<file path="src/hdl/rsnh_pkg.sv">
// Package for the ray and sphere nearest hit unit.
// Holds the sphere record, the sequencer state type, codes and Q16.16 helpers.
// Used by every module in this folder; depends on nothing else.
`timescale 1ns / 1ps
package rsnh_pkg;

	localparam int MAX_SPHERES = 16;
	localparam int IW = $clog2(MAX_SPHERES);
	localparam int KW = $clog2(MAX_SPHERES) + 1;

	localparam logic KIND_LOAD  = 1'b0;
	localparam logic KIND_TRACE = 1'b1;

	localparam logic [0:0] REG_SPHERE_COUNT = 1'b0;

	localparam int SQRT_IN_W  = 64;
	localparam int SQRT_OUT_W = 32;
	localparam int DIV_N_W    = 48;
	localparam int DIV_D_W    = 32;

	typedef struct packed {
		logic signed [31:0] cx;
		logic signed [31:0] cy;
		logic signed [31:0] cz;
		logic        [30:0] r;
	} sphere_t;

	typedef enum logic [4:0] {
		ST_IDLE, ST_A0, ST_A1, ST_A2, ST_A3,
		ST_O, ST_H0, ST_H1, ST_H2,
		ST_C0, ST_C1, ST_C2, ST_C3,
		ST_Q0, ST_Q1, ST_Q2, ST_SQ, ST_DV, ST_NEXT,
		ST_L0, ST_L1, ST_L2, ST_L3,
		ST_P0, ST_P1, ST_P2, ST_P3,
		ST_LEN, ST_NDIV, ST_NRM, ST_OUT
	} rsnh_state_t;

	// Saturate a 36-bit signed value to 32 bits.
	function automatic logic signed [31:0] sat36(input logic signed [35:0] v);
		if (!v[35] && (|v[34:31])) begin
			return 32'sh7FFF_FFFF;
		end else if (v[35] && !(&v[34:31])) begin
			return 32'sh8000_0000;
		end else begin
			return v[31:0];
		end
	endfunction

	// Q16.16 product: floor of the raw product over 2^16, saturated.
	function automatic logic signed [31:0] mulq(input logic signed [63:0] p);
		logic signed [47:0] sh;
		sh = p[63:16];
		if (!sh[47] && (|sh[46:31])) begin
			return 32'sh7FFF_FFFF;
		end else if (sh[47] && !(&sh[46:31])) begin
			return 32'sh8000_0000;
		end else begin
			return sh[31:0];
		end
	endfunction

endpackage

</file>
<file path="src/hdl/rsnh_isqrt.sv">
// Iterative integer square root, two radicand bits per cycle.
// Gives floor(sqrt(x)) of a 64-bit value; depends on rsnh_pkg.
`timescale 1ns / 1ps
module rsnh_isqrt
	import rsnh_pkg::*;
(
	input  logic                  clk,
	input  logic                  arst_n,
	input  logic                  start,
	input  logic [SQRT_IN_W-1:0]  radicand,
	output logic                  busy,
	output logic [SQRT_OUT_W-1:0] root
);

	logic [SQRT_IN_W-1:0]    x_q;
	logic [SQRT_OUT_W+2:0]   rem_q;
	logic [SQRT_OUT_W-1:0]   root_q;
	logic [4:0]              cnt_q;
	logic                    busy_q;
	logic [SQRT_OUT_W+2:0]   rem_sh;
	logic [SQRT_OUT_W+2:0]   trial;
	logic                    ge;

	assign rem_sh = {rem_q[SQRT_OUT_W:0], x_q[SQRT_IN_W-1 -: 2]};
	assign trial  = {1'b0, root_q, 2'b01};
	assign ge     = rem_sh >= trial;

	always_ff @(posedge clk or negedge arst_n) begin
		if (!arst_n) begin
			busy_q <= 1'b0;
			cnt_q  <= '0;
		end else if (start) begin
			busy_q <= 1'b1;
			cnt_q  <= 5'(SQRT_OUT_W - 1);
		end else if (busy_q) begin
			if (cnt_q == '0) begin
				busy_q <= 1'b0;
			end else begin
				cnt_q <= cnt_q - 5'd1;
			end
		end
	end

	always_ff @(posedge clk) begin
		if (start) begin
			x_q    <= radicand;
			rem_q  <= '0;
			root_q <= '0;
		end else if (busy_q) begin
			x_q    <= {x_q[SQRT_IN_W-3:0], 2'b00};
			rem_q  <= ge ? rem_sh - trial : rem_sh;
			root_q <= {root_q[SQRT_OUT_W-2:0], ge};
		end
	end

	assign busy = busy_q;
	assign root = root_q;

endmodule

</file>
<file path="config.mk">
export PLATFORM = sky130hd
export DESIGN_NAME = rsnh_isqrt
export DESIGN_NICKNAME = d
export VERILOG_FILES = /design/src/hdl/rsnh_pkg.sv /design/src/hdl/rsnh_isqrt.sv
export SDC_FILE = /design/constraint.sdc
export NUM_CORES = 1
export LEC_CHECK = 0
export BUFFER_PORTS_ARGS = -buffer_cell sky130_fd_sc_hd__buf_2
export CAP_MARGIN = 10
export CELL_PAD_IN_SITES_DETAIL_PLACEMENT = 1
export CELL_PAD_IN_SITES_GLOBAL_PLACEMENT = 2
export CORE_MARGIN = 3
export CORE_UTILIZATION = 30
export CTS_CLUSTER_DIAMETER = 40
export DETAILED_ROUTE_END_ITERATION = 16
export PLACE_DENSITY = 0.77
export SLEW_MARGIN = 0
export SYNTH_ARGS = -nofsm -noshare
export SYNTH_HDL_FRONTEND = slang
export SYNTH_SLANG_ARGS = --single-unit
</file>
<file path="constraint.sdc">
create_clock -name clk -period 2.8 [get_ports clk]
set_input_delay 0.28 -clock clk [delete_from_list [all_inputs] [get_ports clk]]
set_output_delay 0.28 -clock clk [all_outputs]
set_load 0.02 [all_outputs]
</file>
==> flow_summary.toml <==
[power_and_ir_drop]
total_leakage_power_uw = 0.00405
vdd_drop_max_mv = 0.485
switching_power_uw = 3870
pwr-share-seq = 0.255
power_density_mw_per_mm2 = 1060
p_comb_frac = 0.498
switching_share = 0.388
power.share.clock = 0.247
intPower_uw = 6120

[placement]
gp_congestion = 0.782
dpl.cell_count = 1152
port_buffers = 99
pre_cts_ws_ns = -0.0319
hpwl_mm = 14.1

[clock_tree]
numCtsBuffers = 17
clk_pin_slew_worst_paths_ns = 0.07
clk_latency_ns = 0.43
cts_sinks = 135
htree_levels = 4
clockBufferDepth = 2
cts-root-buf = "clkbuf_16"
cts_tree = "yes"

[floorplanning]
io_pins = 100
core_mm2 = 0.0245
core.rowCount = 57
die_h_um = 164
die_w_um = 164
initial_core_util = 0.308
dieArea_mm2 = 0.0270

[global_routing]
grt-ovfl-total = 0
grtUsageMet1 = 0.193
grt_pass1_vias = 6113
met2_usage = 0.243
grt_antenna_before_repair = 5
top_usage_layer = "met2"
grt_pass1_wl_mm = 32.5
grtUsageTotal = 0.152
grt_util_met3 = 0.0602
grt_start_max_net_pins = 65

[worst_hold_path]
hold_class = "primary input to flop"
hold_depth = 2

[setup_path]
cp_slowest_cell = "ha_2"
path_cells = "inv_1 > ha_2 > and4_4 > nand4_2 > nor2_2 > a31o_1 > o21ai_1 > a21o_1 > buf_12 > nor4_2 > o31ai_1"
critPathLaunchType = "flop"
worst_r2r_path_depth = 11
crit_path_end_kind = "flop"
worstSetupPathType = "flop to flop"
max_stage_delay_ns = 0.38
worst-path-buf-inv = 2
critPathMaxFanout = 23
crit_cells = 11
critPathArrivalTime_ns = 2.97
cp_data_required_time_ns = 3.11
path_delay_family = "simple AND/OR/NAND/NOR gates"

[drt]
antenna_left = 0
drt_iter0_drc = 298
drt_pre_antenna_iters = 4
wl_per_cell_um = 16.7
drt-total-wl_mm = 19.9
viasPerCell = 4.90
routed-via-count = 5843
drcViolationCount = 0

[synth]
synth_area_mm2 = 0.00753
synth-warning-count = 0
syn_inst = 733
synthArstFlopShare = 0.0444
syn_nets = 836
ys_seq_area_frac = 0.448
ys_ff_latch = 135
yosysTopAreaCell = "edfxtp_1"
synth_commonest_cells = "nand2_1 (70), nor2_1 (70), dfxtp_1 (65), edfxtp_1 (64), mux2_2 (63)"
synth_ff_type = "dfxtp_1"
synth.area.top_cells = "edfxtp_1 (26%), dfxtp_1 (17%), mux2_2 (9.4%)"
synth_edf_count = 64
ys_types = 68
avgSynthCellArea_um2 = 10.3
synthDominantCellAreaShare = 0.255

[finish]
drive_above_1_share = 0.326
nets = 958
area_growth_pct = 24.7
fin_cells = 1192
post-route-util = 0.384
diodes = 0

[sta]
finalCritPeriodShare = 0.950
fin_tns_setup_ns = 0
finalMaxSlewViolations = 0
report.final.hold_viol_count = 0
finalSetupViolCount = 0
worstMarginPinSlew_ns = 0.739
slew_headroom = 0.508
fin_skew_ns = 0.00865
fin_ws_ns = 0.141
rsz0062_at_grt = "true"
fin_crit_ns = 2.66
fmax_ghz = 0.376

[run_status]
status = "finished, final reports clean"

[flow_run]
drv_cap = 0
through the flow:
stage / total power (uW) / instance area, um2 / hold slack, ns
after floorplan: 5960 / 7530 / -0.0156
after global placement: 7210 / 8550 / 0.113
after detailed placement: 7270 / 8550 / 0.116
after CTS: 9830 / 9220 / 0.112
after global routing: 10700 / 9380 / 0.124
final: 9990 / 9380 / 0.130
power by group through the flow:
| stage | combinational (uW) | clock [uW] | sequential (uW) |
|---|---|---|---|
| 2_1_floorplan | 3430 | 0 | 2530 |
| 3_3_place_gp | 4640 | 0 | 2570 |
| 3_5_place_dp | 4690 | 0 | 2580 |
| 4_1_cts | 4750 | 2540 | 2540 |
| 5_1_grt | 5500 | 2630 | 2580 |
| 6_report | 4970 | 2470 | 2550 |
state kept, by name, summed over array words and instances (netlist names):
name	count
busy	1
cnt_q	5
rem_q	33
root	32
x_q	64
layout by cell type, fill, tap and decap left out, drive strengths merged, types with 4 or more instances in the layout:
cell	synthesis	routed
buf	20	137
o31ai	8	8
dfxtp	65	65
o21a	7	7
nor3	10	10
a31oi	5	5
xnor2	19	19
inv	48	56
nand3	12	12
o21ai	17	17
a21o	14	14
mux2i	34	34
mux2	63	63
clkinv	1	5
nand2b	8	8
o211ai	9	9
nor2	71	71
ha	36	36
nand4	9	9
and3	4	4
dfrtp	6	6
nor2b	4	4
a211oi	7	7
nand2	70	70
xor2	13	13
clkbuf	15	17
edfxtp	64	64
nor4	5	5
a311oi	15	15
a21oi	36	36
logic make-up after synthesis:
family	Yosys count	share of synthesized area
XOR/XNOR	32	0.0372
flip-flops	135	0.448
multiplexers	97	0.139
buffers and inverters	84	0.0459
AO/OA/AOI/OAI	150	0.152
AND/OR/NAND/NOR	199	0.117
adder cells (fa/ha/maj)	36	0.0599
timing repair:
action                                  in CTS  in global routing
pin swaps                                    0                  7
buffers inserted                             0                  7
endpoints found under the setup margin       2                 30
hold endpoints to repair                     6                  0
hold buffers                                 1                  0
gates resized for setup                      2                 30
cell type report:
type | instances | area (um2)
clock buffers | 17 | 425
flip-flops and latches | 135 | 3380
well taps | 324 | 405
fillers | 2751 | 15100
inverters | 49 | 184
clock inverters | 15 | 213
repair buffers | 138 | 847
multi-input cells | 514 | 3930
path summary, 6_finish.rpt:
kind	start	slack [ns]	end
min in group asynchronous	arst_n	0.24	cnt_q[0]
min reg2reg	rem_q[31]	0.49	rem_q[31]
min	radicand[1]	0.13	x_q[1]
max in group asynchronous	arst_n	2.39	busy
max	root[21]	0.14	rem_q[29]
max reg2reg	root[21]	0.14	rem_q[29]
routing by layer:
metal  share of wire  up-vias  wire length, um
li1                -     2896                -
met1            0.46     2812             9120
met2            0.46       98             9140
met3           0.067       27             1340
met4           0.010       10              199
met5          0.0029        -               57
No activity file was read; power rests on OpenSTA's default activity.
