<file path="config.mk">
export PLATFORM = sky130hd
export DESIGN_NAME = rsnh_divider
export DESIGN_NICKNAME = d
export VERILOG_FILES = /design/src/hdl/rsnh_pkg.sv /design/src/hdl/rsnh_divider.sv
export SDC_FILE = /design/constraint.sdc
export NUM_CORES = 1
export LEC_CHECK = 0
export BUFFER_PORTS_ARGS = -buffer_cell sky130_fd_sc_hd__buf_2
export CORE_MARGIN = 2
export CORE_UTILIZATION = 25
export CTS_CLUSTER_DIAMETER = 100
export CTS_CLUSTER_SIZE = 12
export DETAILED_ROUTE_END_ITERATION = 12
export SYNTH_ARGS = -nofsm -noshare
export SYNTH_HDL_FRONTEND = slang
export SYNTH_SLANG_ARGS = --single-unit
</file>
<file path="constraint.sdc">
create_clock -name clk -period 4 [get_ports clk]
set_input_delay 0.4 -clock clk [delete_from_list [all_inputs] [get_ports clk]]
set_output_delay 0.4 -clock clk [all_outputs]
set_load 0.05 [all_outputs]
</file>
<file path="src/hdl/rsnh_pkg.sv">
// Package for the ray and sphere nearest hit unit.
// Holds the sphere record, the sequencer state type, codes and Q16.16 helpers.
// Used by every module in this folder; depends on nothing else.
`timescale 1ns / 1ps
package rsnh_pkg;

	localparam int MAX_SPHERES = 16;
	localparam int IW = $clog2(MAX_SPHERES);
	localparam int KW = $clog2(MAX_SPHERES) + 1;

	localparam logic KIND_LOAD  = 1'b0;
	localparam logic KIND_TRACE = 1'b1;

	localparam logic [0:0] REG_SPHERE_COUNT = 1'b0;

	localparam int SQRT_IN_W  = 64;
	localparam int SQRT_OUT_W = 32;
	localparam int DIV_N_W    = 48;
	localparam int DIV_D_W    = 32;

	typedef struct packed {
		logic signed [31:0] cx;
		logic signed [31:0] cy;
		logic signed [31:0] cz;
		logic        [30:0] r;
	} sphere_t;

	typedef enum logic [4:0] {
		ST_IDLE, ST_A0, ST_A1, ST_A2, ST_A3,
		ST_O, ST_H0, ST_H1, ST_H2,
		ST_C0, ST_C1, ST_C2, ST_C3,
		ST_Q0, ST_Q1, ST_Q2, ST_SQ, ST_DV, ST_NEXT,
		ST_L0, ST_L1, ST_L2, ST_L3,
		ST_P0, ST_P1, ST_P2, ST_P3,
		ST_LEN, ST_NDIV, ST_NRM, ST_OUT
	} rsnh_state_t;

	// Saturate a 36-bit signed value to 32 bits.
	function automatic logic signed [31:0] sat36(input logic signed [35:0] v);
		if (!v[35] && (|v[34:31])) begin
			return 32'sh7FFF_FFFF;
		end else if (v[35] && !(&v[34:31])) begin
			return 32'sh8000_0000;
		end else begin
			return v[31:0];
		end
	endfunction

	// Q16.16 product: floor of the raw product over 2^16, saturated.
	function automatic logic signed [31:0] mulq(input logic signed [63:0] p);
		logic signed [47:0] sh;
		sh = p[63:16];
		if (!sh[47] && (|sh[46:31])) begin
			return 32'sh7FFF_FFFF;
		end else if (sh[47] && !(&sh[46:31])) begin
			return 32'sh8000_0000;
		end else begin
			return sh[31:0];
		end
	endfunction

endpackage

</file>
<file path="src/hdl/rsnh_divider.sv">
// Restoring unsigned divider, one quotient bit per cycle.
// Divides a 48-bit dividend by a 32-bit divisor; depends on rsnh_pkg.
`timescale 1ns / 1ps
module rsnh_divider
	import rsnh_pkg::*;
(
	input  logic               clk,
	input  logic               arst_n,
	input  logic               start,
	input  logic [DIV_N_W-1:0] dividend,
	input  logic [DIV_D_W-1:0] divisor,
	output logic               busy,
	output logic [DIV_N_W-1:0] quotient
);

	logic [DIV_N_W-1:0] quo_q;
	logic [DIV_D_W:0]   rem_q;
	logic [DIV_D_W-1:0] div_q;
	logic [5:0]         cnt_q;
	logic               busy_q;
	logic [DIV_D_W:0]   rem_sh;
	logic               ge;

	assign rem_sh = {rem_q[DIV_D_W-1:0], quo_q[DIV_N_W-1]};
	assign ge     = rem_sh >= {1'b0, div_q};

	always_ff @(posedge clk or negedge arst_n) begin
		if (!arst_n) begin
			busy_q <= 1'b0;
			cnt_q  <= '0;
		end else if (start) begin
			busy_q <= 1'b1;
			cnt_q  <= 6'(DIV_N_W - 1);
		end else if (busy_q) begin
			if (cnt_q == '0) begin
				busy_q <= 1'b0;
			end else begin
				cnt_q <= cnt_q - 6'd1;
			end
		end
	end

	always_ff @(posedge clk) begin
		if (start) begin
			quo_q <= dividend;
			rem_q <= '0;
			div_q <= divisor;
		end else if (busy_q) begin
			quo_q <= {quo_q[DIV_N_W-2:0], ge};
			rem_q <= ge ? rem_sh - {1'b0, div_q} : rem_sh;
		end
	end

	assign busy     = busy_q;
	assign quotient = quo_q;

endmodule

</file>
==> results of run 1 <==
cell usage in the layout, fill, tap and decap left out, types with 4 or more instances in the layout:
master / instances
o221ai_1: 5
dfrtp_1: 6
nor2_1: 43
mux2_2: 48
a311oi_1: 16
xnor2_1: 16
ha_1: 34
buf_4: 6
a21oi_1: 35
nand4b_1: 5
o21a_1: 4
nand2_1: 63
nand2b_1: 13
xor2_1: 10
edfxtp_1: 80
or3_1: 6
nand3_1: 17
buf_2: 130
nor3_1: 5
a311oi_2: 6
a21o_1: 8
nor4_1: 4
o21ai_1: 4
inv_6: 7
dfxtp_1: 32
inv_1: 42
nand4_1: 8
and3_1: 8
clkbuf_16: 17
a31oi_1: 4
o21ai_0: 19
clkinv_4: 4
o211ai_1: 4
nor2b_1: 8
through the flow:
| stage | hold WS [ps] | instance area, um^2 | std cells | total power (W) | utilization, % |
|---|---|---|---|---|---|
| detailed placement | 244.9 | 7744 | 1085 | 0.003972 | 28.89 |
| CTS | 134.2 | 8358 | 1118 | 0.005597 | 31.19 |
| finish | 147.5 | 8358 | 1118 | 0.005558 | 31.19 |
| global route | 130.0 | 8358 | 1118 | 0.005942 | 31.19 |
| floorplan | 104.4 | 6788 | 642 | 0.003515 | - |
| global placement | 243.8 | 7744 | 1085 | 0.003969 | 28.89 |
final cells by class:
class / instances / area share, %
Clock buffer: 17 / 5.090
Tap cell: 341 / 5.105
Inverter: 42 / 1.886
Timing Repair Buffer: 137 / 8.443
Sequential cell: 119 / 38.52
Clock inverter: 15 / 2.141
Multi-Input combinational cell: 447 / 38.82
power groups by stage:
| stage | combinational (W) | clock [W] | sequential [W] |
|---|---|---|---|
| 2_1_floorplan | 0.00162 | 0 | 0.00189 |
| 3_3_place_gp | 0.00225 | 0 | 0.00172 |
| 3_5_place_dp | 0.00225 | 0 | 0.00173 |
| 4_1_cts | 0.00227 | 0.00162 | 0.00171 |
| 5_1_grt | 0.00253 | 0.00167 | 0.00174 |
| 6_report | 0.00228 | 0.00158 | 0.00170 |
cell families (layout without fill, tap and decap cells):
kind of cell    count (synthesis)  after routing  share of synthesized area, %
flops                         119            119                         47.41
fa+ha+maj                      35             35                         6.562
mux                            50             50                         8.258
buf+inv                        76            211                         4.793
compound gates                137            137                         14.77
xor+xnor                       26             26                         3.355
simple gates                  199            199                         14.86
sequential cells by signal, indices dropped and copies added, names as in the netlist:
register,count
quotient,48
div_q,32
rem_q,32
cnt_q,6
busy,1
routing by layer:
layer | vias to the layer above | global-route usage [%] | routed length, um
li1 | 2620 | - | -
met1 | 2510 | 16.13 | 7934
met2 | 154 | 19.49 | 7678
met3 | 16 | 3.998 | 1182
met4 | 0 | 3.936 | 217
met5 | - | 0 | 0
final timing paths:
check	endpoint	slack [ps]	startpoint	cells past startpoint
max in group asynchronous	busy$_DFF_PN0_	3490	arst_n	2
min in group asynchronous	cnt_q[3]$_DFFE_PN0P_	340	arst_n	2
worst max register to register	rem_q[15]$_SDFFE_PP0P_	760	rem_q[14]$_SDFFE_PP0P_	9
worst min register to register	rem_q[14]$_SDFFE_PP0P_	500	rem_q[13]$_SDFFE_PP0P_	2
worst max-delay path	rem_q[15]$_SDFFE_PP0P_	760	rem_q[14]$_SDFFE_PP0P_	9
worst min-delay path	div_q[2]$_DFFE_PP_	150	divisor[2]	1
cells in the mapped netlist (all sizes together) (13+ instances only):
cell type  number
ha             34
o21ai          23
nand2          64
nand2b         13
buf            18
mux2           48
edfxtp         80
inv            42
clkbuf         16
nor2           44
nand3          17
dfxtp          32
xnor2          16
a311oi         22
a21oi          36
worst reg2reg max path, delay by kind of cell (launching register included):
kind            cells  cell delay, ps
flops               1             330
fa+ha+maj           1             400
compound gates      3             770
simple gates        5            1650
repair_timing:
action,4_1_cts,5_1_grt
hold buffers,1,0
endpoints found under the hold margin,7,0
endpoints found under the setup margin,0,0
==> summary.txt, run 1 <==
Outcome
  • Status: finished clean

Setup path
  • Worst path cell trace: ha_1 > a21oi_1 > nand2_1 > a211o_1 > nor3_2 > nor4_2 > nor2_4 > nand4b_1 > o221ai_1
  • Worst path top cell family by delay: simple AND/OR/NAND/NOR gates
  • Endpoint class of the critical path: flip-flop
  • Startpoint Class: flip-flop
  • WP buf/inv: 0
  • Crit path kind: flip-flop to flip-flop
  • Slowest Stage Delay on Critical Path: 700 ps
  • Critical path peak fanout: 31
  • Crit path max-delay cell type: nor2_4
  • Critical Path AT: 3570 ps
  • CP required: 4330 ps

Synthesis
  • Cell area after synthesis: 6788 um^2
  • Top cells by area, synth: edfxtp_1 (35%), dfxtp_1 (9.4%), mux2_2 (8.0%)
  • Mean Syn Cell Area: 10.57 um^2
  • Async SR Flop Fraction: 5.882%
  • Post-synth top area share: 35.39%
  • #FFs+latches synth: 119
  • Seq/Total Area, Yosys: 47.41%
  • Synth warn: 0
  • Post-synth EDFFs: 80
  • Synth unique cells: 69
  • Main synth FF type: edfxtp_1
  • Mapped Cells: 642
  • Syn nets: 760
  • Yosys top cell by area: edfxtp_1

Min path
  • Worst hold path type: input port to flip-flop

Layout
  • Fin nets: 882
  • Antenna cells: 0
  • Layout cells sized above 1: 30.37%
  • Multi-input logic area: 3244 um^2
  • Layout area overhead: 23.13%
  • Area occupied by registers: 3219 um^2
  • FILL cells: 2710

Floorplanning
  • DIE AREA: 28490 um^2
  • Row cnt: 60
  • Die span in y: 168.8 um
  • Initial Util: 25.33%
  • Core area: 26800 um^2
  • # IOs: 132
  • Die Width: 168.8 um

Clock tree
  • Root Buffer: clkbuf_16
  • CTS Buffer Depth: 2
  • CTS tree: done
  • Post-CTS Setup Inserts: 0
  • Clock latency on the worst-skew pair: 430 ps
  • CTS sink count: 119
  • CTS resizes: 0
  • Num CTS Buffers: 17
  • Clk pin slew, worst setup/hold paths: 60 ps
  • CTS H-tree lvls: 4

Timing
  • Setup ws final: 758.0 ps
  • Final worst-path cycle share: 81.05%
  • Achievable Freq: 308.5 MHz
  • Min Tclk post-route: 3242 ps
  • Final Hold Vio Count: 0
  • Worst Max-Slew Pin Slew: 844.6 ps
  • Endpoints failing setup: 0
  • Max-slew violations: 0
  • Rel. slew slack: 43.56%
  • Setup Skew: 16.60 ps
  • Unrepaired setup endpoints after global routing: false
  • Setup TNS: 0 ps

Detailed routing
  • Via count: 5300
  • Drt pass-1 iters: 4
  • Mean routed wirelength per cell: 15.22 um
  • Wirelength, routed: 17.01 mm
  • DRC viols: 0
  • Vias per cell: 4.741
  • Initial drt markers: 287
  • DRT antenna net count: 0

Pwr
  • Int Pwr: 0.003360 W
  • Static Leak: 3.433 nW
  • P per Cell Area: 665.0 nW/um^2
  • Share of power burned in the clock network: 28.4%
  • Net switching power: 0.002198 W
  • VDD IR-drop max: 0.3165 mV
  • Power share of the sequential group: 30.7%
  • Gate power share: 40.9%
  • Sw frac: 39.55%

GRT
  • First-pass GRT wire length: 27.79 mm
  • Vias in the first global route: 5397
  • Initial antenna violation count: 1
  • GRT Total Usage: 12.38%
  • Largest net degree at the start of global routing: 72
  • GRT overflow: 0

Flow run
  • Max capacitance violation total: 0

Placement
  • I/O Buffers: 131
  • Placer congestion estimate: 0.8188
  • Detailed placement HPWL: 11.91 mm
  • Place WS: 798.7 ps
Note: power is estimated with default switching activity, not from simulation.
==> run 2, diff against run 1 <==
Clock period 4 ns to 2.8 ns, I/O delays scaled along.
==> run 2 against run 1 <==
Net effect: routed wire length increased by 6.3%; first-iteration DRC count increased by 14%; worst hold slack got worse by 110 ps; critical endpoint is now quotient[0]$_DFFE_PP_.
==> summary.txt, run 2 (same netlist as run 1, synthesis figures left out) <==
Outcome
  • Status: finished clean

Detailed routing
  • Via count: 5471 (+3.2%)
  • Wirelength, routed: 18.09 mm (+6.3%)
  • Drt pass-1 iters: 6 (+2)
  • WL met2: 8.113 mm (+5.7%)
  • Mean routed wirelength per cell: 15.68 um (+3.0%)
  • DRT antenna net count: 0 (unchanged)
  • DRT met1 WL: 8.430 mm (+6.3%)
  • Initial drt markers: 327 (+14%)
  • DRC viols: 0 (unchanged)
  • Vias per cell: 4.741 (about the same)
  • DR top layer: met5
  • WL met3: 1.220 mm (+3.2%)

Setup path
  • Flop2flop setup slack: 80 ps (-680 ps)
  • Worst path top cell family by delay: compound AO/OA/AOI/OAI gates
  • Crit path kind: flip-flop to flip-flop
  • Crit Reg-Reg Endpoint: quotient[0]$_DFFE_PP_
  • WP buf/inv: 1 (+1)
  • Most frequent CP cell: a21o_1
  • CP required: 2970 ps (-1360 ps)
  • Endpoint class of the critical path: flip-flop
  • Startpoint Class: flip-flop
  • Slowest Stage Delay on Critical Path: 410 ps (-290 ps)
  • Worst path cell trace: ha_1 > a21oi_1 > a21o_1 > a21o_1 > o211ai_2 > buf_4 > a21oi_4 > nand2_4 > mux2_2
  • Critical Path AT: 2890 ps (-680 ps)
  • Critical path peak fanout: 12 (-61%)
  • FF-to-FF Start: rem_q[26]$_SDFFE_PP0P_
  • Crit path depth: 9 (unchanged)
  • R2r worst-path depth: 9 (unchanged)
  • Crit path max-delay cell type: ha_1

Timing
  • Min Tclk post-route: 2721 ps (-520.9 ps)
  • Worst Max-Slew Pin Slew: 608.1 ps (-236.5 ps)
  • Endpoints failing setup: 0 (unchanged)
  • Max-slew violations: 0 (unchanged)
  • Rel. slew slack: 59.46% (+16 points)
  • Achievable Freq: 367.5 MHz (+19%)
  • Final worst-path cycle share: 97.18% (+16 points)
  • Setup Skew: 12.87 ps (-3.734 ps)
  • Final Hold Vio Count: 0 (unchanged)
  • Hold Slack: 33.94 ps (-113.6 ps)
  • Setup ws final: 78.94 ps (-679.1 ps)

Floorplanning
  • DIE AREA: 28490 um^2 (unchanged)
  • Row cnt: 60 (unchanged)
  • Initial Util: 25.33% (unchanged)
  • Die Width: 168.8 um (unchanged)
  • Die span in y: 168.8 um (unchanged)
  • # IOs: 132 (unchanged)
  • Core area: 26800 um^2 (unchanged)

Layout
  • Most frequent cells in the layout: buf_2 (130), edfxtp_1 (80), nand2_1 (63)
  • Largest register FFs: 48 (unchanged)
  • Antenna cells: 0 (unchanged)
  • Layout area overhead: 30.62%
  • Layout cells sized above 1: 36.90% (+6.5 points)
  • Layout Cells excl Fill: 1154 (+3.2%)
  • Fin nets: 918 (+4.1%)
  • FILL cells: 2701 (-0.33%)
  • Most common cell after layout, fill and taps aside: buf_2

Pwr
  • Total power: 0.008568 W (+54%)
  • P per Cell Area: 966.3 nW/um^2 (+45%)
  • VDD IR-drop max: 0.4523 mV (+43%)
  • Static Leak: 3.634 nW (+5.9%)

Placement
  • Placer congestion estimate: 0.8795 (+7.4%)
  • I/O Buffers: 131 (unchanged)
  • Inst Count DP: 1116 (+2.9%)
  • Detailed placement HPWL: 12.72 mm (+6.8%)
  • Place WS: -31.73 ps (-830.5 ps)

Flow run
  • Max capacitance violation total: 0 (unchanged)

Clock tree
  • Root Buffer: clkbuf_16
  • CTS sink count: 119 (unchanged)
  • Clk pin slew, worst setup/hold paths: 60 ps (about the same)
  • CTS Buffer Depth: 2 (unchanged)
  • Clock latency on the worst-skew pair: 420 ps (about the same)
  • CTS tree: done
  • Num CTS Buffers: 17 (unchanged)
  • CTS H-tree lvls: 4 (unchanged)

GRT
  • Largest net degree at the start of global routing: 50 (-31%)
  • Vias in the first global route: 5634 (+4.4%)
  • GRT overflow: 0 (unchanged)
  • GRT Total Usage: 12.87% (+0.49 points)
  • First-pass GRT wire length: 28.95 mm (+4.2%)
  • Initial antenna violation count: 1 (unchanged)

Min path
  • WHS Endpoint: div_q[9]$_DFFE_PP_
  • Hold Startpoint: divisor[9]
  • Hold Crit Depth: 1 (unchanged)
  • Worst hold path type: input port to flip-flop
## run 2: cell types whose count changed in the layout (fill, tap and decap cells not counted), sizes merged
cell	previous run	this run
buf	136	170
bufinv	2	1
clkbuf	17	18
clkinv	4	3
clkinvlp	0	2
nand2	64	65
## run 2: worst register-to-register path: cells and delay by family (launching register included)
family	cells	cell delay [ps]
AO/OA/AOI/OAI	5	1030
adder cells (fa/ha/maj)	1	420
flip-flops	1	340
AND/OR/NAND/NOR	1	200
multiplexers	1	310
buffers and inverters	1	180
## run 2: how the worst max path moves through the flow
stage,endpoint,start
final,quotient[0]$_DFFE_PP_,rem_q[26]$_SDFFE_PP0P_
after global routing,rem_q[30]$_SDFFE_PP0P_,div_q[11]$_DFFE_PP_
after CTS,rem_q[26]$_SDFFE_PP0P_,div_q[17]$_DFFE_PP_
after detailed placement,rem_q[27]$_SDFFE_PP0P_,div_q[1]$_DFFE_PP_
after global placement,rem_q[30]$_SDFFE_PP0P_,div_q[1]$_DFFE_PP_
after floorplan,rem_q[20]$_SDFFE_PP0P_,quotient[47]$_DFFE_PP_
## run 2: area by class of cell
cell class / count / area (um^2) / area share (%)
Clock inverter: 15 / 160.2 / 1.806
Tap cell: 341 / 426.7 / 4.812
Clock buffer: 17 / 425.4 / 4.798
Inverter: 42 / 157.7 / 1.778
Sequential cell: 119 / 3219 / 36.31
Timing Repair Buffer: 172 / 1036 / 11.68
Multi-Input combinational cell: 448 / 3441 / 38.81
## run 2: routing by layer
layer | global-route usage (%) | vias to the layer above
met5 | 0 | -
met4 | 4.048 | 2
met3 | 4.232 | 26
met2 | 20.67 | 158
met1 | 16.40 | 2589
li1 | - | 2696
## run 2: metrics by stage
step	area [um^2]	TNS, ps	utilization (%)
after floorplan	6800	0	-
after global placement	8039	0	30.00
after detailed placement	8039	-111.7	30.00
after CTS	8662	0	32.32
after global routing	8866	-151.6	33.08
final	8866	0	33.08
## run 2: timing repair
item	in CTS	in global routing
gates cloned	1	1
setup buffers	0	3
resized for setup	3	32
hold buffers	1	0
pin swaps	1	9
setup endpoints to repair	10	31
endpoints found under the hold margin	7	0
## run 2: where the power goes
group / internal (W) / switching [W]
logic: 0.00167 / 0.00225
clock network: 0.00126 / 0.000934
registers: 0.00222 / 0.000241
total: 0.00515 / 0.00342
