==> src/hdl/rsnh_pkg.sv <==
// Package for the ray and sphere nearest hit unit.
// Holds the sphere record, the sequencer state type, codes and Q16.16 helpers.
// Used by every module in this folder; depends on nothing else.
`timescale 1ns / 1ps
package rsnh_pkg;

	localparam int MAX_SPHERES = 16;
	localparam int IW = $clog2(MAX_SPHERES);
	localparam int KW = $clog2(MAX_SPHERES) + 1;

	localparam logic KIND_LOAD  = 1'b0;
	localparam logic KIND_TRACE = 1'b1;

	localparam logic [0:0] REG_SPHERE_COUNT = 1'b0;

	localparam int SQRT_IN_W  = 64;
	localparam int SQRT_OUT_W = 32;
	localparam int DIV_N_W    = 48;
	localparam int DIV_D_W    = 32;

	typedef struct packed {
		logic signed [31:0] cx;
		logic signed [31:0] cy;
		logic signed [31:0] cz;
		logic        [30:0] r;
	} sphere_t;

	typedef enum logic [4:0] {
		ST_IDLE, ST_A0, ST_A1, ST_A2, ST_A3,
		ST_O, ST_H0, ST_H1, ST_H2,
		ST_C0, ST_C1, ST_C2, ST_C3,
		ST_Q0, ST_Q1, ST_Q2, ST_SQ, ST_DV, ST_NEXT,
		ST_L0, ST_L1, ST_L2, ST_L3,
		ST_P0, ST_P1, ST_P2, ST_P3,
		ST_LEN, ST_NDIV, ST_NRM, ST_OUT
	} rsnh_state_t;

	// Saturate a 36-bit signed value to 32 bits.
	function automatic logic signed [31:0] sat36(input logic signed [35:0] v);
		if (!v[35] && (|v[34:31])) begin
			return 32'sh7FFF_FFFF;
		end else if (v[35] && !(&v[34:31])) begin
			return 32'sh8000_0000;
		end else begin
			return v[31:0];
		end
	endfunction

	// Q16.16 product: floor of the raw product over 2^16, saturated.
	function automatic logic signed [31:0] mulq(input logic signed [63:0] p);
		logic signed [47:0] sh;
		sh = p[63:16];
		if (!sh[47] && (|sh[46:31])) begin
			return 32'sh7FFF_FFFF;
		end else if (sh[47] && !(&sh[46:31])) begin
			return 32'sh8000_0000;
		end else begin
			return sh[31:0];
		end
	endfunction

endpackage

==> src/hdl/rsnh_sphere_cell.sv <==
// One cell of the sphere ring: holds one sphere record.
// Loads from the input side or takes its neighbor's record when the ring turns.
// Depends on rsnh_pkg.
`timescale 1ns / 1ps
module rsnh_sphere_cell
	import rsnh_pkg::*;
(
	input  logic    clk,
	input  logic    load_en,
	input  sphere_t load_data,
	input  logic    shift_en,
	input  sphere_t next_data,
	output sphere_t data
);

	sphere_t data_q;

	always_ff @(posedge clk) begin
		if (load_en) begin
			data_q <= load_data;
		end else if (shift_en) begin
			data_q <= next_data;
		end
	end

	assign data = data_q;

endmodule

==> config.mk <==
export PLATFORM = sky130hd
export DESIGN_NAME = rsnh_sphere_cell
export DESIGN_NICKNAME = d
export VERILOG_FILES = /design/src/hdl/rsnh_pkg.sv /design/src/hdl/rsnh_sphere_cell.sv
export SDC_FILE = /design/constraint.sdc
export NUM_CORES = 1
export LEC_CHECK = 0
export BUFFER_PORTS_ARGS = -buffer_cell sky130_fd_sc_hd__buf_2
export CAP_MARGIN = 20
export CELL_PAD_IN_SITES_DETAIL_PLACEMENT = 1
export CELL_PAD_IN_SITES_GLOBAL_PLACEMENT = 1
export CORE_AREA = 5 5 145 147
export CTS_CLUSTER_DIAMETER = 120
export CTS_CLUSTER_SIZE = 14
export DETAILED_ROUTE_END_ITERATION = 10
export DIE_AREA = 0 0 150 152
export GPL_ROUTABILITY_DRIVEN = 0
export PLACE_DENSITY_LB_ADDON = 0.1
export SLEW_MARGIN = 40
export SYNTH_ARGS = -nofsm -noshare
export SYNTH_HDL_FRONTEND = slang
export SYNTH_SLANG_ARGS = --single-unit
==> constraint.sdc <==
create_clock -name clk -period 3.53 [get_ports clk]
set_input_delay 0.353 -clock clk [delete_from_list [all_inputs] [get_ports clk]]
set_output_delay 0.353 -clock clk [all_outputs]
set_load 0.1 [all_outputs]
==> results.md, run 1 <==
* Fillers at 2180
* Pre-antenna DRT Iters at 4
* Via count at 3994
* Critical path startpoint category: register
* CTS Buf Count at 17
* Worst Tran Pin Value at 670 ps
* Sink Count at 127
* CP Cell Sequence: buf_2
* Cell Count, Final, Fillers Out at between 900 and 1000
* Status: complete, no violations
* Commonest cells in the synthesized netlist: edfxtp_1, mux2_2, clkbuf_8
* Finished Cell Area at 8130 µm²
* Post-synth ARST share at 0
* Final setup margin at 1980 ps
* Total wire length at about 18000 µm
* Slew Limit Fails at 0
* WP buf/inv at 1
* Critical path's largest stage delay at between 400 and 500 ps
* Inst Count DP at 913
* Fmax at 647 MHz
* Largest net degree at the start of global routing at 77
* DR WL/cell at 19.3 µm
* Htree depth at 4
* Unrepaired setup endpoints after global routing: false
* Final Cycle Share at 0.438
* Final Hold Fails at 0
* Ports at between 300 and 400
* First-pass GRT wire length at 26400 µm
* Number of flops mapped to enable cells by yosys at 127
* Post-CTS sizing at 0
* Max reg flops at 127
* Top_reg_cell synth: edfxtp_1
* Post-synthesis xor/xnor area fraction at 0
* Final Power at 0.00528 W
* Detailed-placement wirelength estimate at 14500 µm
* Count of input and output buffers at 383
* DIE WIDTH at 150 µm
* Multi-input gate area at about 1400 µm²
* Crit-path max FO at 1
* Area leader, netlist: edfxtp_1
* Synth Area in Simple Gates at 0.00115
* Iter 0 DRT Violations at 213
* Final Setup Violations at 0
* Pwr Density at ~650 nW/µm²
* Core area at 19800 µm²
* Max Cap Viol at 0
* Leak at 3.60 nW
* Sequential element share of the synthesized area at 0.703
* Syn_area_per_cell at 20.2 µm²
* Synth unique cells at 5
* Place WS at 1800 ps
* Share of cells above drive strength 1 at 0.804
* Post-CTS Setup Inserts at 0
* Die area at 22800 µm²
* Ranking of synthesized cells by area: edfxtp_1, mux2_2, clkbuf_8
* Synth Register Bits at 127
* Crit-path slowest cell: buf_2
* Worst path required time at 3180 ps
* Max VDD drop at 0.320 mV
* Synth top area share at 0.703
* Sequential cell area at 3810 µm²
* End of the critical path: data[11]
* Critical path arrival at 1190 ps
* Max_slew headroom at 0.553
* Starting Density at 0.274
* Vias per cell at 4.22
* Hold Path Stages at 2
* # hold bufs at CTS at 0
* CP Class: register to primary output
* Proportion of synthesized area in mux cells at 0.263
* Row count at 52
* Critical path depth at 1
* Total negative slack at 0 ps
* Tmin final at 1550 ps
* Routed Antenna Nets at 0
* Post-Syn Area at approximately 5400 µm²
* DRC Markers at 0
* Worst setup path start: data[11]$_DFFE_PP_
* Area after DPL at 7570 µm²
* Antenna violations before repair at 3
* HP Class: input pin to register
* Adder-Cell Fraction of Synth Area at 0
* Crit path capture type: primary output
* Synthesis-to-layout area growth at 49.8%
* Overflow after GRT at 0
* GRT Overall Usage at 0.156
* Layout net count at slightly above 900
* Clock Path Buffers at 2
* Clk slew on worst S/H paths at 60 ps
* Yosys warnings at 0
* Die height at 152 µm
* Synthesized Nets at 526
* Delay-heaviest family, CP: buffers and inverters
* Synthesized instance count at 269
* Vias in the first global route at 4498
* CTS tree: yes
* Largest family of logic cells by synthesized area: multiplexers
* Complex-gate fraction of the synthesized area at 0
* Clock root buffer: clkbuf_16
[worst min-delay path by stage]
stage,to,start,slack [ps]
after global routing,data[112]$_DFFE_PP_,load_data[112],210
final,data[112]$_DFFE_PP_,next_data[112],230
after CTS,data[112]$_DFFE_PP_,next_data[112],210
after global placement,data[94]$_DFFE_PP_,load_data[94],650
after detailed placement,data[112]$_DFFE_PP_,next_data[112],660
after floorplan,data[0]$_DFFE_PP_,next_data[0],570
[routing by layer]
metal / up-vias / share of wire / wire length (µm) / GRT usage
li1: 1853 / - / - / -
met4: 2 / 0.011 / 193 / 0.0431
met5: - / 0.00071 / 13 / 0
met2: 203 / 0.57 / 10300 / 0.296
met3: 14 / 0.11 / 2100 / 0.0843
met1: 1922 / 0.31 / 5610 / 0.140
[report_power, final]
group          leakage [nW]  switching (W)  internal [W]
logic                  2.04        0.00141      0.000312
clock network         0.265       0.000648       0.00103
registers              1.29      0.0000379       0.00185
[cell type report]
type,instances,area share
repair buffers,388,0.244
diodes,1,0.000308
clock inverters,13,0.0151
clock buffers,19,0.0532
flip-flops and latches,127,0.469
well taps,270,0.0416
multi-input cells,128,0.177
[layout by cell type (no fill, tap or decap), drive strengths merged]
cell type | Yosys | final
clkbuf | 8 | 19
or2 | 1 | 1
buf | 6 | 388
bufinv | 0 | 2
mux2 | 127 | 127
clkinv | 0 | 8
clkinvlp | 0 | 3
diode | 0 | 1
edfxtp | 127 | 127
[cells by family after synthesis]
kind of cell / after synthesis
mux: 127
flops: 127
buf+inv: 14
simple gates: 1
[through the flow]
step	utilization	hold slack, ps
finish	0.411	234
detailed placement	0.383	658
CTS	0.411	209
global placement	0.383	653
global route	0.411	214
floorplan	-	573
Note: power is estimated with default switching activity, not from simulation.
==> run 2, diff against run 1 <==
--- a/config.mk
+++ b/config.mk
@@ -5,15 +5,17 @@
 export SDC_FILE = /design/constraint.sdc
 export NUM_CORES = 1
 export LEC_CHECK = 0
+export ABC_AREA = 1
 export BUFFER_PORTS_ARGS = -buffer_cell sky130_fd_sc_hd__buf_2
 export CAP_MARGIN = 20
 export CELL_PAD_IN_SITES_DETAIL_PLACEMENT = 1
 export CELL_PAD_IN_SITES_GLOBAL_PLACEMENT = 1
-export CORE_AREA = 5 5 145 147
+export CORE_ASPECT_RATIO = 0.7
+export CORE_MARGIN = 5
+export CORE_UTILIZATION = 29
 export CTS_CLUSTER_DIAMETER = 120
 export CTS_CLUSTER_SIZE = 14
 export DETAILED_ROUTE_END_ITERATION = 10
-export DIE_AREA = 0 0 150 152
 export GPL_ROUTABILITY_DRIVEN = 0
 export PLACE_DENSITY_LB_ADDON = 0.1
 export SLEW_MARGIN = 40
==> constraint.sdc (replaced) <==
create_clock -name clk -period 1.56 [get_ports clk]
set_input_delay 0.156 -clock clk [delete_from_list [all_inputs] [get_ports clk]]
set_output_delay 0.156 -clock clk [all_outputs]
set_load 0.1 [all_outputs]
==> run 2 against run 1 <==
  * Critical path depth did not move
  * Worst setup slack got worse by 1800 ps
  * Clock power up 120%
  * Clock-buffer cell count unchanged
  * Hold slack worse by 210 ps
  * Cell area rose by 0.60%
  * Area after synthesis fell by 0.74%
  * Total power is 130% higher
  * Sequential share of layout area is 0.28 points lower
  * Die area decreased by 5.9%
  * Critical endpoint is now data[113]
  * Highest routed layer unchanged
==> results.md, run 2 <==
* Unrepaired setup endpoints after global routing: false
* Antenna violations before repair at 5
* Clock root buffer: clkbuf_16
* Hold Path Stages at 3
* Final Power at 0.0120 W
* Post-CTS sizing at 0
* First-pass GRT wire length at 29400 µm
* Crit-path max FO at 1
* Post-Syn Area at 5390 µm²
* DRC Markers at 0
* Layout net count at approximately 1200
* Multi-input gate area at roughly 1400 µm²
* Tmin final at 1330 ps
* Cell Count, Final, Fillers Out at about 1200
* Routed Antenna Nets at 0
* Top_reg_cell synth: edfxtp_1
* Clock Path Buffers at 2
* Final Hold Fails at 0
* Largest net degree at the start of global routing at 84
* Pwr Density at 1460 nW/µm²
* Critical path arrival at between 1000 and 1500 ps
* CTS tree: yes
* Slew Limit Fails at 0
* Status: complete, no violations
* Ranking of synthesized cells by area: edfxtp_1, nand2_1, buf_2
* Finished Cell Area at approximately 8200 µm²
* Worst path required time at 1400 ps
* Htree depth at 4
* Pre-antenna DRT Iters at 4
* Complex-gate fraction of the synthesized area at 0
* Fmax at 749 MHz
* Final setup margin at around 230 ps
* Proportion of synthesized area in mux cells at 0
* Share of cells above drive strength 1 at 0.450
* Synthesis-to-layout area growth at 51.8%
* Row count at 41
* Via count at 5126
* Synthesized instance count at around 540
* Synth top area share at 0.708
* Iter 0 DRT Violations at 225
* Sink Count at 127
* Place WS at 335 ps
* Hold Path Sink: data[57]$_DFFE_PP_
* Max_slew headroom at 0.647
* Int Power at 0.00713 W
* Max reg flops at 127
* Clk slew on worst S/H paths at 60 ps
* Vias in the first global route at 5443
* Starting Density at 0.297
* Sequential element share of the synthesized area at 0.708
* Adder-Cell Fraction of Synth Area at 0
* Commonest cells in the synthesized netlist: nand2_1, edfxtp_1, buf_2
* Post-CTS Setup Inserts at 0
* WP buf/inv at 1
* Largest family of logic cells by synthesized area: simple AND/OR/NAND/NOR gates
* Core area at 18200 µm²
* Total wire length at 20200 µm
* Post-synthesis xor/xnor area fraction at 0
* Most common cell after layout, fill and taps aside: buf_2
* Most common cell in the synthesized netlist: nand2_1
* Number of flops mapped to enable cells by yosys at 127
* Final Cycle Share at 0.855
* Combinational share of power at 0.330
* Vias per cell at 4.38
* CP Class: register to primary output
* Synth unique cells at 7
* HP Class: input pin to register
* Final Setup Violations at 0
* Count of input and output buffers at around 380
* Crit-path slowest cell: buf_2
* Ports at 384
* Worst Tran Pin Value at 533 ps
* Most frequent cells in the layout: buf_2, nand2_1, edfxtp_1
* Max VDD drop at approximately 0.6 mV
* Critical path's largest stage delay at 430 ps
* # hold bufs at CTS at 0
* Delay-heaviest family, CP: buffers and inverters
* Area after DPL at ~7600 µm²
* Synth Register Bits at 127
* Critical path startpoint category: register
* Min-delay src: next_data[57]
* Yosys warnings at 0
* Sw Ratio at 0.405
* Detailed-placement wirelength estimate at 16000 µm
* Psw at 0.00485 W
* Crit path capture type: primary output
* DR WL/cell at 17.3 µm
* Syn_area_per_cell at approximately 10 µm²
* Clk pwr share at 0.312
* Sequential share of power at 0.358
* CP Cell Sequence: buf_2
* Fillers at 2199
* Sequential cell area at 3810 µm²
* Leak at approximately 4.3 nW
* Inst Count DP at 1137
* GRT Overall Usage at 0.177
* Area leader, netlist: edfxtp_1
* Post-synth ARST share at 0
* Die height at 124 µm
* Synthesized Nets at 794
* Max Cap Viol at 0
* CTS Buf Count at 17
* DIE WIDTH at 173 µm
* Synth Area in Simple Gates at 0.267
* Die area at approximately 21000 µm²
* Overflow after GRT at 0
-- run 2: worst max path at each step --
stage / start / endpoint / slack [ps] / depth (start not counted)
after floorplan: load_en / data[0]$_DFFE_PP_ / -60 / 2
after global placement: load_en / data[60]$_DFFE_PP_ / 350 / 3
after detailed placement: load_en / data[36]$_DFFE_PP_ / 340 / 3
after CTS: data[51]$_DFFE_PP_ / data[51] / 180 / 1
after global routing: data[51]$_DFFE_PP_ / data[51] / 170 / 1
final: data[113]$_DFFE_PP_ / data[113] / 230 / 1
-- run 2: layout make-up --
cell class,instances,area share
Clock inverter,13,0.0150
Sequential cell,127,0.466
Clock buffer,19,0.0529
Timing Repair Buffer,391,0.253
Antenna cell,1,0.000306
Multi-Input combinational cell,382,0.176
Inverter,1,0.000765
Tap cell,236,0.0361
-- run 2: power by group through the flow --
stage	Sequential, W	Combinational, W	Clock (W)
2_1_floorplan	0.00711	0.000359	0
3_3_place_gp	0.00435	0.00396	0
3_5_place_dp	0.00437	0.00398	0
4_1_cts	0.00430	0.00399	0.00384
5_1_grt	0.00433	0.00410	0.00399
6_report	0.00429	0.00395	0.00374
-- run 2: logic make-up after synthesis --
logic type,Yosys count
DFF,127
and+or+nand+nor,382
buffers and inverters,28
-- run 2: stage by stage --
| step | setup TNS (ps) | utilization | hold slack, ps |
|---|---|---|---|
| 2_1_floorplan | -7760 | - | 335 |
| 3_3_place_gp | 0 | 0.420 | 418 |
| 3_5_place_dp | 0 | 0.420 | 427 |
| 4_1_cts | 0 | 0.450 | 2.81 |
| 5_1_grt | 0 | 0.450 | 3.44 |
| 6_report | 0 | 0.450 | 19.7 |
-- run 2: routing by layer --
layer | global-route usage | wire [µm] | share of wire
met5 | 0 | 46 | 0.0023
met4 | 0.0424 | 199 | 0.0098
met3 | 0.0828 | 2010 | 0.099
met2 | 0.332 | 10900 | 0.54
met1 | 0.183 | 7120 | 0.35
==> run 3, diff against run 2 <==
--- a/config.mk
+++ b/config.mk
@@ -10,12 +10,11 @@
 export CAP_MARGIN = 20
 export CELL_PAD_IN_SITES_DETAIL_PLACEMENT = 1
 export CELL_PAD_IN_SITES_GLOBAL_PLACEMENT = 1
-export CORE_ASPECT_RATIO = 0.7
-export CORE_MARGIN = 5
-export CORE_UTILIZATION = 29
+export CORE_AREA = 5 5 147 149
 export CTS_CLUSTER_DIAMETER = 120
 export CTS_CLUSTER_SIZE = 14
 export DETAILED_ROUTE_END_ITERATION = 10
+export DIE_AREA = 0 0 152 154
 export GPL_ROUTABILITY_DRIVEN = 0
 export PLACE_DENSITY_LB_ADDON = 0.1
 export SLEW_MARGIN = 40
==> run 3 against run 2 <==
  * Hold slack hardly changed
  * Sequential power hardly changed
  * Die area is 9.1% higher
  * Sequential share of layout area is 8.4 points lower
  * Core utilization is 4.8 points higher
  * Global-route usage is 1.9 points higher
  * Final cell count is 18% higher
  * Critical path depth stayed put
  * Clock power is 8.0% higher
  * Total power is 6.1% higher
  * First-iteration DRC count is 20% higher
  * Combinational power is 11% higher
  * Critical endpoint is now data[26]
  * Largest power group is now combinational logic
==> results.md, run 3 (synthesis results as in run 2) <==
* Die height at roughly 150 µm
* Unrepaired setup endpoints after global routing: false
* GRT Overall Usage at 0.197
* Crit-path slowest cell: buf_2
* WP buf/inv at 1
* Tmin final at 1400 ps
* DIE WIDTH at 152 µm
* Worst path required time at 1400 ps
* Via count at just under 6000
* Met1 WL at 8210 µm
* DRC Markers at 0
* Routed Antenna Nets at 0
* Slew Limit Fails at 0
* Row count at between 50 and 60
* Starting Density at 0.269
* Layout net count at 1350
* Sink Count at 127
* Met3 wire len at 2030 µm
* DR WL/cell at between 15 and 20 µm
* Final Hold Fails at 0
* Finished Cell Area at 9980 µm²
* Critical path's largest stage delay at 450 ps
* Max VDD drop at 0.670 mV
* Vias per cell at 4.29
* Vias in the first global route at around 6500
* Clock Path Buffers at 2
* Cell Count, Final, Fillers Out at about 1400
* Critical path arrival at 1240 ps
* Fmax at 717 MHz
* Antenna violations before repair at 8
* CP Cell Sequence: buf_2
* Inst Count DP at 1174
* Fillers at 2380
* Pwr Density at 1270 nW/µm²
* Most common cell after layout, fill and taps aside: buf_2
* Max Cap Viol at 0
* Final Cycle Share at 0.895
* CP Class: register to primary output
* Largest net degree at the start of global routing at 55
* Worst Tran Pin Value at 576 ps
* Sequential cell area at 3810 µm²
* Multi-input gate area at 1440 µm²
* Iter 0 DRT Violations at 270
* Core area at 20000 µm²
* Crit-path max FO at 1
* Most frequent cells in the layout: buf_2, nand2_1, dlygate4sd3_1
* Total wire length at between 20000 and 25000 µm
* # hold bufs at CTS at 170
* Delay-heaviest family, CP: buffers and inverters
* Max_slew headroom at 0.616
* CTS Buf Count at 17
* Critical path startpoint category: register
* CTS tree: yes
* Crit path capture type: primary output
* HP Class: input pin to register
* Htree depth at 4
* Final Setup Violations at 0
* Count of input and output buffers at roughly 380
* Critical path depth at 1
* First-pass GRT wire length at 35600 µm
* Area after DPL at between 7000 and 8000 µm²
* Max layer used: met5
* Post-CTS sizing at 0
* Synthesis-to-layout area growth at 85.3%
* Clk slew on worst S/H paths at about 60 ps
* Final Power at 0.0127 W
* Share of cells above drive strength 1 at 0.385
* Leak at 5.05 nW
* Status: complete, no violations
* Max reg flops at 127
* Die area at roughly 23000 µm²
* Overflow after GRT at 0
* Ports at 384
* Routed wl met2 at 12600 µm
* Hold Path Stages at 3
* Detailed-placement wirelength estimate at 16300 µm
* Post-CTS Setup Inserts at 0
* Clock root buffer: clkbuf_16
* Pre-antenna DRT Iters at 4
## run 3: path summary, 6_finish.rpt
check	startpoint	endpoint	slack, ps
max	data[26]$_DFFE_PP_	data[26]	160
min	load_data[86]	data[86]$_DFFE_PP_	20
## run 3: per-layer routing
metal,global-route usage,up-vias
li1,-,2843
met1,0.194,2756
met2,0.363,260
met3,0.0795,52
met4,0.0860,10
met5,0,-
## run 3: through the flow
step                hold slack, ps  worst slack [ps]   util  TNS [ps]
floorplan                      335             -61.1      -     -7760
global placement               420               342  0.383         0
detailed placement             425               344  0.383         0
CTS                          0.141               106  0.498         0
global route                  8.99               111  0.498         0
finish                        20.1               165  0.498         0
## run 3: where the power goes
part           switching (W)  total [W]  internal (W)
sequential         0.0000932    0.00429       0.00419
clock                0.00154    0.00404       0.00250
combinational        0.00343    0.00438      0.000947
## run 3: final cells by class
| type | count | area share |
|---|---|---|
| Inverter | 1 | 0.000627 |
| Clock inverter | 15 | 0.0170 |
| Antenna cell | 4 | 0.00100 |
| Tap cell | 270 | 0.0338 |
| Sequential cell | 127 | 0.382 |
| Clock buffer | 17 | 0.0426 |
| Timing Repair Buffer | 564 | 0.379 |
| Multi-Input combinational cell | 382 | 0.144 |
